**src/design/fdtdte_pkg.sv**
```systemverilog
// shared types, constants and codes of the 2d te curl update block
`timescale 1ns / 1ps

package fdtdte_pkg;

    localparam int FIELD_BITS      = 32;
    localparam int FRAC_BITS       = 16;
    localparam int COORD_BITS      = 7;
    localparam int CNT_BITS        = 7;
    localparam int CFG_INDEX_BITS  = 3;
    localparam int CFG_DATA_BITS   = 32;
    localparam int DEF_GRID_SIDE   = 128;
    localparam int DEF_QUEUE_DEPTH = 2;

    localparam logic [CNT_BITS-1:0] CELLS_RESET = CNT_BITS'(126);

    typedef logic signed [FIELD_BITS-1:0] field_t;
    typedef logic [COORD_BITS-1:0]        coord_t;
    // shifted coordinate, holds 0..128, or 255 where it wrapped below zero
    typedef logic [COORD_BITS:0]          pos_t;

    typedef enum logic
    {
        KIND_BASE_WRITE = 1'b0,
        KIND_UPDATE     = 1'b1
    } kind_t;

    typedef enum logic [CFG_INDEX_BITS-1:0]
    {
        REG_CELLS_X        = 3'd0,
        REG_CELLS_Y        = 3'd1,
        REG_OUTER_MODE     = 3'd2,
        REG_H_FACED        = 3'd3,
        REG_PER_CELL_COEF  = 3'd4,
        REG_UNIFORM_COEF_X = 3'd5,
        REG_UNIFORM_COEF_Y = 3'd6
    } cfg_reg_t;

    typedef enum logic [3:0]
    {
        ST_IDLE,
        ST_WRITE,
        ST_RD_A,
        ST_RD_B,
        ST_RD_C,
        ST_DIFF,
        ST_MUL,
        ST_SCALE,
        ST_ADD
    } back_state_t;

    // classified work item handed from front to back
    typedef struct packed
    {
        kind_t  kind;
        logic   wr_ok;
        logic   ok_a;
        logic   ok_b;
        logic   ok_c;
        logic   ux;
        logic   uy;
        logic   neg_x;
        logic   neg_y;
        pos_t   row;
        pos_t   col;
        pos_t   row_s;
        pos_t   col_s;
        field_t value_x;
        field_t value_y;
        field_t coef_x;
        field_t coef_y;
    } work_t;

endpackage

```
**src/design/fdtdte_queue.sv**
```systemverilog
// short fifo of classified work items between front and back
`timescale 1ns / 1ps

module fdtdte_queue import fdtdte_pkg::*;
#(
    parameter int DEPTH = DEF_QUEUE_DEPTH
)
(
    input  logic  clk,
    input  logic  rst_n,
    input  logic  push,
    input  work_t push_item,
    output logic  full,
    input  logic  pop,
    output work_t pop_item,
    output logic  empty
);

    localparam int PW = $clog2(DEPTH);
    localparam int CW = $clog2(DEPTH + 1);

    work_t         slot_reg [DEPTH];
    logic [PW-1:0] wr_ptr_reg;
    logic [PW-1:0] rd_ptr_reg;
    logic [CW-1:0] count_reg;

    function automatic logic [PW-1:0] ptr_inc(input logic [PW-1:0] p);
        return (p == PW'(DEPTH - 1)) ? '0 : p + 1'b1;
    endfunction

    assign full     = (count_reg == CW'(DEPTH));
    assign empty    = (count_reg == '0);
    assign pop_item = slot_reg[rd_ptr_reg];

    always_ff @(posedge clk)
    begin
        if (push)
        begin
            slot_reg[wr_ptr_reg] <= push_item;
        end
    end

    always_ff @(posedge clk or negedge rst_n)
    begin
        if (!rst_n)
        begin
            wr_ptr_reg <= '0;
            rd_ptr_reg <= '0;
            count_reg  <= '0;
        end
        else
        begin
            if (push)
            begin
                wr_ptr_reg <= ptr_inc(wr_ptr_reg);
            end
            if (pop)
            begin
                rd_ptr_reg <= ptr_inc(rd_ptr_reg);
            end
            if (push && !pop)
            begin
                count_reg <= count_reg + 1'b1;
            end
            else if (pop && !push)
            begin
                count_reg <= count_reg - 1'b1;
            end
        end
    end

endmodule

```
**config.mk**
```make
export PLATFORM = sky130hd
export DESIGN_NAME = fdtdte_queue
export DESIGN_NICKNAME = d
export VERILOG_FILES = /design/src/design/fdtdte_pkg.sv /design/src/design/fdtdte_queue.sv
export SDC_FILE = /design/constraint.sdc
export NUM_CORES = 1
export LEC_CHECK = 0
export BUFFER_PORTS_ARGS = -buffer_cell sky130_fd_sc_hd__buf_2
export CAP_MARGIN = 10
export CORE_AREA = 2 2 168 170
export DETAILED_ROUTE_END_ITERATION = 16
export DIE_AREA = 0 0 170 172
export GPL_TIMING_DRIVEN = 0
export PLACE_DENSITY_LB_ADDON = 0.3
export SLEW_MARGIN = 40
export SYNTH_ARGS = -nofsm -noshare
export SYNTH_HDL_FRONTEND = slang
export SYNTH_SLANG_ARGS = --single-unit
```
**constraint.sdc**
```tcl
create_clock -name clk -period 8.9 [get_ports clk]
set_clock_uncertainty 0.15 [all_clocks]
set_input_delay 0 -clock clk [delete_from_list [all_inputs] [get_ports clk]]
set_output_delay 0 -clock clk [all_outputs]
set_load 0.01 [all_outputs]
```
==> flow_summary.yaml <==
sta:
  hold_viol_final: 0
  final-max-slew-violation-count: 0
  tns_ns: 0
  min_period_over_period_pct: 25.6
  slew_headroom_pct: 70.5
  grt_setup_unrepaired: "false"
  tightest_slew_ns: 0.442
  fin_ws_ns: 6.62
  fin_crit_ns: 2.28
  fmax_mhz: 438
  holdWs_ns: 0.0734
  finalSetupViolCount: 0
power_and_ir_drop:
  max-vdd-ir-drop_mv: 0.210
  p_per_area_mw_per_mm2: 296
  leakage_uw: 0.00723
floorplan:
  design.die.area_sq_mm: 0.0292
  pin_count: 344
  die_w_um: 170
  initial_core_util_pct: 46.5
  rows: 61
  die_h_um: 172
  core_sq_mm: 0.0275
final_layout:
  multi_input_area_sq_mm: 0.00237
  num_antenna_cells: 0
  fin_area_sq_mm: 0.0181
  ff_latch_area_sq_mm: 0.0102
  largest_reg_flops: 338
  instances_no_fill: 1482
  nets: 1286
  num-fill-cells: 1868
  area_growth_pct: 41.6
  drive_gt1_share_pct: 52.5
critical_path:
  reg2reg_depth: 6
  cp.arrival_ns: 2.33
  r2r_end: "slot_reg[0][44]"
  endpoint: "slot_reg[0][44]"
  critPathLaunchType: "flip-flop"
  regToRegSetupSlack_ns: 6.62
  reg2reg_from: "wr_ptr_reg"
  path_max_fanout: 19
  critPathKind: "reg2reg"
  cp_data_required_time_ns: 8.95
  startpoint: "wr_ptr_reg"
  end_kind: "flip-flop"
placement:
  dp.final_hpwl_um: 17600
  port_buffers: 343
  pre_cts_slack_ns: 6.58
  dp_cells: 1247
  placed_cell_area_sq_mm: 0.0153
  gp_congestion: 0.725
drt:
  first_iter_violations: 364
  wl_um: 27400
  drc: 0
  post_drt_wl_per_cell_um: 18.5
  firstDrtPassIters: 4
  viasPerCell: 4.79
  detail-route-antenna-nets: 0
  vias: 7097
clock_tree:
  h-tree-depth: 2
  clockBufferDepth: 3
  cts_root_buf: "clkbuf_16"
  cts_sinks: 342
  clk_latency_ns: 0.49
  path_clk_slew_ns: 0.06
  cts_tree: "done"
  cts_made_buffers: 36
synth:
  yosysSeqAreaShare_pct: 80.2
  yosys-top-cells-count: "338 x edfxtp_1, 100 x mux2_4, 69 x mux2_2"
  syn_avg_cell_area_sq_um: 23.6
  yosysTopAreaCell: "edfxtp_1"
  syn_area_sq_mm: 0.0128
  synth_area_leaders: "edfxtp_1 79%, mux2_4 12%, mux2_2 6.1%"
  yosysMostFrequentCell: "edfxtp_1"
  async_flop_share_pct: 1.17
  ys.warnings.count: 0
  synth_nets: 716
  synth_ff_type: "edfxtp_1"
  synth.top_cell.area_share_pct: 79.4
  syn_inst: 542
  ys_types: 13
  synth_edf_count: 338
  ys_ff_latch: 342
global_route:
  grt_usage_pct: 18.3
  grt_overflow: 0
  grt_pass1_vias: 7618
  antenna_found_initial: 0
  grt_pass1_wl_um: 40800
  grt_max_degree: 36
run_status:
  outcome: "finished, final reports clean"
run:
  cap_violations: 0
hold_path:
  hp-class: "in2reg"
==> kinds of logic after synthesis <==
group / Yosys count / synth area share [%]
adder cells (fa/ha/maj): 1 / 0.0979
AND/OR/NAND/NOR: 5 / 0.206
buffers and inverters: 20 / 1.36
XOR/XNOR: 5 / 0.343
flip-flops: 342 / 80.2
multiplexers: 169 / 17.8
==> cell type report <==
cell class	instances	share of cell area (%)
Sequential cell	342	56.6
Timing Repair Buffer	532	20.9
Multi-Input combinational cell	180	13.1
Clock buffer	44	5.26
Tap cell	346	2.39
Buffer	19	0.940
Clock inverter	18	0.760
Inverter	1	0.0207
==> worst max-delay path: stages, from the launching register on <==
cell     delay, ns
dfrtp_1       0.42
nor2b_4       0.40
buf_16        0.21
buf_8         0.20
buf_8         0.20
buf_8         0.21
buf_16        0.19
==> through the flow <==
step	power (uW)	util [%]
2_1_floorplan	3360	-
3_3_place_gp	3980	54.4
3_5_place_dp	3970	55.6
4_1_cts	5420	65.9
5_1_grt	5600	65.9
6_report	5360	65.9
==> timing repair <==
action                    in CTS  in global routing
buffers inserted               0                  0
gates resized for setup        0                  0
hold buffers                 173                  0
hold endpoints to repair     370                  0
==> worst min path at each step <==
stage          slack (ns)            from                to  cells after the start
5_1_grt              0.06  push_item[139]  slot_reg[0][139]                      2
4_1_cts              0.05  push_item[147]  slot_reg[1][147]                      2
2_1_floorplan       -0.45           rst_n      count_reg[0]                      0
6_report             0.07   push_item[69]   slot_reg[1][69]                      2
3_5_place_dp        -0.34           rst_n      count_reg[1]                      1
3_3_place_gp        -0.34           rst_n      count_reg[1]                      1
==> layout by cell type (no fill, tap or decap) <==
cell,count
mux2_4,100
nor2_1,2
clkbuf_16,37
dlygate4sd3_1,173
bufinv_16,2
mux2_2,69
clkinv_1,8
ha_1,1
buf_8,5
buf_16,6
edfxtp_1,338
inv_1,1
buf_12,5
clkinv_4,2
buf_6,12
xor2_1,4
dfrtp_1,4
clkbuf_1,7
clkinv_2,6
nor2b_4,1
and2_4,1
xnor2_1,1
nor2b_1,1
buf_2,350
==> routing by layer <==
layer	track usage [%]	up-vias	share of wire [%]	wire, um
met3	5.88	45	8.5	2330
met2	33.4	296	52	14100
met5	0	-	0	0
met4	5.02	0	2.1	588
li1	-	3307	-	-
met1	20.6	3449	38	10300
==> power by group <==
part           total [uW]  switching [uW]  internal, uW
clock                1380             568           816
combinational        1770             867           906
sequential           2210            73.4          2130
No activity file was read; power rests on OpenSTA's default activity.
