[src/design/fdtdte_pkg.sv]
// shared types, constants and codes of the 2d te curl update block
`timescale 1ns / 1ps

package fdtdte_pkg;

    localparam int FIELD_BITS      = 32;
    localparam int FRAC_BITS       = 16;
    localparam int COORD_BITS      = 7;
    localparam int CNT_BITS        = 7;
    localparam int CFG_INDEX_BITS  = 3;
    localparam int CFG_DATA_BITS   = 32;
    localparam int DEF_GRID_SIDE   = 128;
    localparam int DEF_QUEUE_DEPTH = 2;

    localparam logic [CNT_BITS-1:0] CELLS_RESET = CNT_BITS'(126);

    typedef logic signed [FIELD_BITS-1:0] field_t;
    typedef logic [COORD_BITS-1:0]        coord_t;
    // shifted coordinate, holds 0..128, or 255 where it wrapped below zero
    typedef logic [COORD_BITS:0]          pos_t;

    typedef enum logic
    {
        KIND_BASE_WRITE = 1'b0,
        KIND_UPDATE     = 1'b1
    } kind_t;

    typedef enum logic [CFG_INDEX_BITS-1:0]
    {
        REG_CELLS_X        = 3'd0,
        REG_CELLS_Y        = 3'd1,
        REG_OUTER_MODE     = 3'd2,
        REG_H_FACED        = 3'd3,
        REG_PER_CELL_COEF  = 3'd4,
        REG_UNIFORM_COEF_X = 3'd5,
        REG_UNIFORM_COEF_Y = 3'd6
    } cfg_reg_t;

    typedef enum logic [3:0]
    {
        ST_IDLE,
        ST_WRITE,
        ST_RD_A,
        ST_RD_B,
        ST_RD_C,
        ST_DIFF,
        ST_MUL,
        ST_SCALE,
        ST_ADD
    } back_state_t;

    // classified work item handed from front to back
    typedef struct packed
    {
        kind_t  kind;
        logic   wr_ok;
        logic   ok_a;
        logic   ok_b;
        logic   ok_c;
        logic   ux;
        logic   uy;
        logic   neg_x;
        logic   neg_y;
        pos_t   row;
        pos_t   col;
        pos_t   row_s;
        pos_t   col_s;
        field_t value_x;
        field_t value_y;
        field_t coef_x;
        field_t coef_y;
    } work_t;

endpackage

[src/design/fdtdte_if.sv]
// channel interfaces: items in, results out, configuration writes
`timescale 1ns / 1ps

interface fdtdte_in_if import fdtdte_pkg::*; ();
    logic   valid;
    logic   ready;
    kind_t  kind;
    coord_t row;
    coord_t col;
    field_t value_x;
    field_t value_y;
    field_t coef_x;
    field_t coef_y;

    modport source (output valid, output kind, output row, output col, output value_x,
                    output value_y, output coef_x, output coef_y, input ready);
    modport sink   (input valid, input kind, input row, input col, input value_x,
                    input value_y, input coef_x, input coef_y, output ready);
endinterface


interface fdtdte_cfg_if import fdtdte_pkg::*; ();
    logic                      valid;
    logic                      ready;
    logic [CFG_INDEX_BITS-1:0] index;
    logic [CFG_DATA_BITS-1:0]  data;

    modport source (output valid, output index, output data, input ready);
    modport sink   (input valid, input index, input data, output ready);
endinterface

[src/design/fdtdte_front.sv]
// front: configuration registers, item intake and cell classification
`timescale 1ns / 1ps

module fdtdte_front import fdtdte_pkg::*;
#(
    parameter int GRID_SIDE = DEF_GRID_SIDE
)
(
    input  logic        clk,
    input  logic        rst_n,
    fdtdte_cfg_if.sink  cfg,
    fdtdte_in_if.sink   items,
    output logic        push,
    output work_t       push_item,
    input  logic        full
);

    localparam int SW = COORD_BITS + 2;

    logic [CNT_BITS-1:0] cells_x_reg;
    logic [CNT_BITS-1:0] cells_y_reg;
    logic                outer_mode_reg;
    logic                h_faced_reg;
    logic                per_cell_coef_reg;
    field_t              uniform_coef_x_reg;
    field_t              uniform_coef_y_reg;

    logic [SW-1:0] row_s;
    logic [SW-1:0] col_s;
    logic          row_s_ok;
    logic          col_s_ok;
    logic          row_ok;
    logic          col_ok;
    logic [CNT_BITS:0] row_e;
    logic [CNT_BITS:0] col_e;
    logic [CNT_BITS:0] nx_e;
    logic [CNT_BITS:0] ny_e;
    logic          row_in;
    logic          col_in;

    // negative shows up as the top bit after the wrap below zero
    function automatic logic coord_ok(input logic [SW-1:0] v);
        return !v[SW-1] && (32'(v[SW-2:0]) < 32'(GRID_SIDE));
    endfunction

    assign cfg.ready = 1'b1;

    always_ff @(posedge clk or negedge rst_n)
    begin
        if (!rst_n)
        begin
            cells_x_reg        <= CELLS_RESET;
            cells_y_reg        <= CELLS_RESET;
            outer_mode_reg     <= 1'b0;
            h_faced_reg        <= 1'b0;
            per_cell_coef_reg  <= 1'b0;
            uniform_coef_x_reg <= '0;
            uniform_coef_y_reg <= '0;
        end
        else if (cfg.valid && cfg.ready)
        begin
            case (cfg.index)
                REG_CELLS_X:        cells_x_reg        <= cfg.data[CNT_BITS-1:0];
                REG_CELLS_Y:        cells_y_reg        <= cfg.data[CNT_BITS-1:0];
                REG_OUTER_MODE:     outer_mode_reg     <= cfg.data[0];
                REG_H_FACED:        h_faced_reg        <= cfg.data[0];
                REG_PER_CELL_COEF:  per_cell_coef_reg  <= cfg.data[0];
                REG_UNIFORM_COEF_X: uniform_coef_x_reg <= field_t'(cfg.data[FIELD_BITS-1:0]);
                REG_UNIFORM_COEF_Y: uniform_coef_y_reg <= field_t'(cfg.data[FIELD_BITS-1:0]);
                default:            ;
            endcase
        end
    end

    assign items.ready = !full;
    assign push        = items.valid && !full;

    always_comb
    begin
        if (outer_mode_reg)
        begin
            row_s = SW'(items.row) - SW'(1);
            col_s = SW'(items.col) - SW'(1);
        end
        else
        begin
            row_s = SW'(items.row) + SW'(1);
            col_s = SW'(items.col) + SW'(1);
        end
        row_s_ok = coord_ok(row_s);
        col_s_ok = coord_ok(col_s);
        row_ok   = coord_ok(SW'(items.row));
        col_ok   = coord_ok(SW'(items.col));

        row_e = (CNT_BITS+1)'(items.row);
        col_e = (CNT_BITS+1)'(items.col);
        nx_e  = (CNT_BITS+1)'(cells_x_reg);
        ny_e  = (CNT_BITS+1)'(cells_y_reg);
        // strict interior rows and columns of the outer region
        row_in = (items.row != '0) && (row_e <= nx_e);
        col_in = (items.col != '0) && (col_e <= ny_e);

        push_item         = '0;
        push_item.kind    = items.kind;
        push_item.wr_ok   = row_ok && col_ok;
        push_item.ok_a    = row_s_ok && col_s_ok;
        push_item.ok_b    = row_s_ok && col_ok;
        push_item.ok_c    = row_ok && col_s_ok;
        push_item.neg_x   = !h_faced_reg;
        push_item.neg_y   = h_faced_reg;
        push_item.row     = pos_t'(items.row);
        push_item.col     = pos_t'(items.col);
        push_item.row_s   = row_s[SW-2:0];
        push_item.col_s   = col_s[SW-2:0];
        push_item.value_x = items.value_x;
        push_item.value_y = items.value_y;
        push_item.coef_x  = per_cell_coef_reg ? items.coef_x : uniform_coef_x_reg;
        push_item.coef_y  = per_cell_coef_reg ? items.coef_y : uniform_coef_y_reg;

        if (!outer_mode_reg)
        begin
            push_item.ux = (row_e <= nx_e) && (col_e <= ny_e);
            push_item.uy = (row_e <= nx_e) && (col_e <= ny_e);
        end
        else
        begin
            // edge strips update one component, the corner none
            push_item.ux = col_in && (row_in || (row_e == nx_e + 1'b1));
            push_item.uy = row_in && (col_in || (col_e == ny_e + 1'b1));
        end
    end

endmodule

[src/flat_wrapper.sv]
// flat-port wrapper written by rule: the top's interface ports become plain ports
module fdtdte_front_flat import fdtdte_pkg::*;
#(
    parameter int GRID_SIDE = DEF_GRID_SIDE
)
  (clk, rst_n, push, push_item, full, cfg_valid, cfg_index, cfg_data, cfg_ready, items_valid, items_kind, items_row, items_col, items_value_x, items_value_y, items_coef_x, items_coef_y, items_ready);
  fdtdte_cfg_if cfg_i ();
  fdtdte_in_if items_i ();
  input  logic clk;
  input  logic rst_n;
  output logic push;
  output work_t push_item;
  input  logic full;
  input wire logic [$bits(cfg_i.valid)-1:0] cfg_valid;
  input wire logic [$bits(cfg_i.index)-1:0] cfg_index;
  input wire logic [$bits(cfg_i.data)-1:0] cfg_data;
  output wire logic [$bits(cfg_i.ready)-1:0] cfg_ready;
  input wire logic [$bits(items_i.valid)-1:0] items_valid;
  input wire logic [$bits(items_i.kind)-1:0] items_kind;
  input wire logic [$bits(items_i.row)-1:0] items_row;
  input wire logic [$bits(items_i.col)-1:0] items_col;
  input wire logic [$bits(items_i.value_x)-1:0] items_value_x;
  input wire logic [$bits(items_i.value_y)-1:0] items_value_y;
  input wire logic [$bits(items_i.coef_x)-1:0] items_coef_x;
  input wire logic [$bits(items_i.coef_y)-1:0] items_coef_y;
  output wire logic [$bits(items_i.ready)-1:0] items_ready;
  assign cfg_i.valid = cfg_valid;
  assign cfg_i.index = cfg_index;
  assign cfg_i.data = cfg_data;
  assign cfg_ready = cfg_i.ready;
  assign items_i.valid = items_valid;
  assign items_i.kind = items_kind;
  assign items_i.row = items_row;
  assign items_i.col = items_col;
  assign items_i.value_x = items_value_x;
  assign items_i.value_y = items_value_y;
  assign items_i.coef_x = items_coef_x;
  assign items_i.coef_y = items_coef_y;
  assign items_ready = items_i.ready;
  fdtdte_front #(.GRID_SIDE(GRID_SIDE)) u_core (.clk(clk), .rst_n(rst_n), .cfg(cfg_i), .items(items_i), .push(push), .push_item(push_item), .full(full));
endmodule
[config.mk]
export PLATFORM = sky130hd
export DESIGN_NAME = fdtdte_front_flat
export DESIGN_NICKNAME = d
export VERILOG_FILES = /design/src/design/fdtdte_pkg.sv /design/src/design/fdtdte_if.sv /design/src/design/fdtdte_front.sv /design/src/flat_wrapper.sv
export SDC_FILE = /design/constraint.sdc
export NUM_CORES = 1
export LEC_CHECK = 0
export ABC_AREA = 1
export BUFFER_PORTS_ARGS = -buffer_cell sky130_fd_sc_hd__clkbuf_2
export CAP_MARGIN = 20
export CORE_AREA = 2 2 136 138
export CTS_CLUSTER_DIAMETER = 50
export DETAILED_ROUTE_END_ITERATION = 8
export DIE_AREA = 0 0 138 140
export GPL_TIMING_DRIVEN = 0
export HOLD_SLACK_MARGIN = 0.02
export PLACE_DENSITY = 0.71
export SYNTH_ARGS = -nofsm -noshare
export SYNTH_HDL_FRONTEND = slang
export SYNTH_SLANG_ARGS = --single-unit
[constraint.sdc]
create_clock -name clk -period 1.6 [get_ports clk]
set_input_delay 0 -clock clk [delete_from_list [all_inputs] [get_ports clk]]
set_output_delay 0 -clock clk [all_outputs]
set_load 0.03 [all_outputs]
==> results by group <==
Die
  • Starting Density: 0.3243
  • Die footprint: 19320 sq um
  • Site row count: between 40 and 50
  • Core ar.: ~18000 sq um
  • IO Count: between 300 and 400
  • Die H: approximately 140 um
  • Chip Width: 138 um

Synthesis
  • Post-Syn Instances: around 850
  • Top post-synthesis cells by area: dfrtp_1, nand2_1, buf_4
  • Share of the synthesized area in the top cell type: 0.2995
  • #FFs+latches synth: 81
  • Seq/Total Area, Yosys: 0.3542
  • Synth cell types: 32
  • Async S/R FF share, synth: 1.000
  • Synthesized cell area: roughly 5800 sq um
  • Top FF cell, synth: dfrtp_1
  • Post-synth EDFFs: 0
  • Cell taking the most area after synthesis: dfrtp_1
  • Top cells by count, synth: nand2_1, buf_4, o21ai_0
  • Count leader, synth: nand2_1
  • Ys Warns: 0
  • Avg Cell Area, Syn: around 6.8 sq um

Worst setup path
  • Critical R2R Launch: u_core.outer_mode_reg$_DFFE_PN0P_
  • Crit-path most repeated cell: nand2_1
  • Crit Path Category: register to output pin
  • Reg-to-reg setup timing slack: 0.43 ns
  • Worst-path cell chain: inv_2, ha_4, nand2_4, nor2_4, nand4_1, nand2_1, nand2_1, nor2_1, nand2_1, nand2_2, buf_8
  • Levels on crit path: 11
  • Critical R2R Capture: u_core.outer_mode_reg$_DFFE_PN0P_
  • Slowest stage cell, crit path: dfstp_2
  • Critical path fanouts, max: 3
  • CP max stage delay: 0.54 ns
  • Required time worst endpoint: around 1.6 ns
  • CP Capture Type: output pin
  • Worst Setup SP: u_core.cells_x_reg[5]$_DFFE_PN1P_
  • Worst EP arrival: around 2.0 ns
  • Worst Setup EP: push_item[162]
  • Critical path launch point type: register
  • R2R cell count: 6
  • Delay-heaviest family, CP: simple AND/OR/NAND/NOR gates
  • WP buf/inv: 2

CTS
  • CTS clk-pin slew, worst paths: 0.07 ns
  • Clock Tree Buf Depth: 2
  • Clk root buf: clkbuf_16
  • Clock sinks: slightly above 80
  • H-tree levels: 3
  • CTS tree: done
  • TritonCTS buffer count: 9
  • Clk Latency, worst-skew pair: 0.33 ns

Hold path
  • Hold Crit Class: primary input to register
  • Hold path depth: 3

Timing
  • Worst Hold Slack: between 0.02 and 0.03 ns
  • Setup ws final: -0.3987 ns
  • Crit path time final: 1.999 ns
  • RSZ-0062 raised after global routing: true
  • Least-Margin Pin Slew: 0.5064 ns
  • Final worst-path cycle share: 1.249
  • Relative max-transition margin: 0.6624
  • Clk_skew: 0 ns
  • Fmax achieved: roughly 500 MHz
  • Final hold violation count: 0
  • Slew Viols, Final: 0
  • # setup viols final: 13

Drt
  • Via density: 4.491
  • Routed length per placed instance: about 14 um
  • Residual DRC: 0
  • TritonRoute pass-1 iters: 4
  • DRT iter0 DRCs: approximately 280
  • ANT nets after route: 0
  • Via count: roughly 6.4k
  • Total Routed Length: slightly below 20000 um

Final layout
  • # diodes: 0
  • Layout area overhead: 51.69%
  • Layout cell share with drive strength beyond 1: 0.4210
  • Nets@finish: 1400
  • Post-Layout Inst Area: 8746 sq um

Power and ir drop
  • Lkg Pwr: roughly 5.0 nW
  • Worst IR Drop VDD: around 0.6 mV
  • Pwr per Cell Area: roughly 1100 nW/um^2

Global routing
  • First-pass GRT wire length: 30590 um
  • Initial antenna violation count: 0
  • Largest net degree at the start of global routing: between 50 and 60
  • Global Route Usage Sum: 0.1932
  • Vias in the first global route: slightly above 6k
  • Overflow after GRT: 0

Place
  • RePlAce Congestion: approximately 0.84
  • HPWL after DPL: around 15000 um
  • Number of port buffers: 285
  • Post-DP Area: roughly 7500 sq um

Run status
  • Violated checks: setup timing
  • Outcome: complete, but fails checks

Flow run
  • Max cap viols: 0
where the power goes:
| group | internal (W) | leakage [nW] | total [W] | switching (W) |
|---|---|---|---|---|
| Clock | 0.00127 | 0.148 | 0.00217 | 0.000892 |
| Combinational | 0.00161 | 3.88 | 0.00437 | 0.00276 |
| Sequential | 0.00248 | 0.991 | 0.00272 | 0.000241 |
| Total | 0.00536 | 5.02 | 0.00926 | 0.00390 |
timing repair:
action,CTS,global route
hold buffers,31,0
pin swaps,23,20
setup endpoints to repair,73,55
hold endpoints to repair,86,0
cloned,0,0
setup buffers,16,7
resized for setup,85,64
cell type report:
type / instances / area (sq um)
clock inverter: 6 / 73.82
timing repair buffer: 340 / 2054
sequential: 81 / 2042
tap: 229 / 286.5
inverter: 78 / 302.8
clock buffer: 10 / 239.0
multi-input combinational: 571 / 2929
buffer: 116 / 818.3
fill: 1749 / 9034
layout by cell type (no fill, tap or decap), drive strengths merged, types with 3 or more instances in the layout:
master and instances:
clkbuf 294, nand4 8, conb 4, ha 20
inv 81, nand3b 3, buf 141, nand3 23
dfstp 12, o21ai 87, dlygate4sd3 31, nand2 358
nor3 3, dfrtp 69, a21oi 8, xor2 14
nor2 31
logic make-up (layout without fill, tap and decap cells):
logic type               count (synthesis)  count (layout)  share of synthesized area
AO/OA/AOI/OAI                          102             102                    0.09158
XOR/XNOR                                16              16                    0.02431
adder cells (fa/ha/maj)                 20              20                    0.04340
buffers and inverters                  197             550                     0.1890
flip-flops                              81              81                     0.3542
other                                    2               4                   0.001303
AND/OR/NAND/NOR                        429             429                     0.2962
per-stage QoR:
| stage | power, W | std cells | util | setup WS, ns | TNS [ns] |
|---|---|---|---|---|---|
| 4_1_cts | 0.009141 | 1425 | 0.4816 | -0.4507 | -1.903 |
| 2_1_floorplan | 0.005332 | 849 | - | -0.01494 | -0.01494 |
| 5_1_grt | 0.009884 | 1431 | 0.4919 | -0.5039 | -2.876 |
| 6_report | 0.009257 | 1431 | 0.4919 | -0.3987 | -1.407 |
| 3_3_place_gp | 0.006454 | 1363 | 0.4215 | -0.3483 | -24.98 |
| 3_5_place_dp | 0.006528 | 1364 | 0.4232 | -0.2960 | -1.415 |
worst min path at each step:
stage	start	end	slack (ns)
floorplan	rst_n	u_core.cells_x_reg[0]$_DFFE_PN0P_	-0.30
global placement	cfg_data[14]	u_core.uniform_coef_y_reg[14]$_DFFE_PN0P_	0.24
detailed placement	rst_n	u_core.uniform_coef_y_reg[19]$_DFFE_PN0P_	0.002
CTS	cfg_data[4]	u_core.cells_x_reg[4]$_DFFE_PN1P_	0.03
global route	cfg_data[4]	u_core.cells_x_reg[4]$_DFFE_PN1P_	0.04
finish	cfg_data[2]	u_core.cells_y_reg[2]$_DFFE_PN1P_	0.03
layer usage:
metal	GRT usage	up-vias	wire, um
li1	-	3237	-
met4	0.04189	0	230
met1	0.2355	2902	7813
met3	0.03009	18	1168
met5	0	-	0
met2	0.3596	270	10160
tightest hold or removal path: stages:
cell and delay, ns:
clkbuf_2 0.08, inv_1 0.16, o21ai_0 0.12
Power figures use the tool's default switching activity.
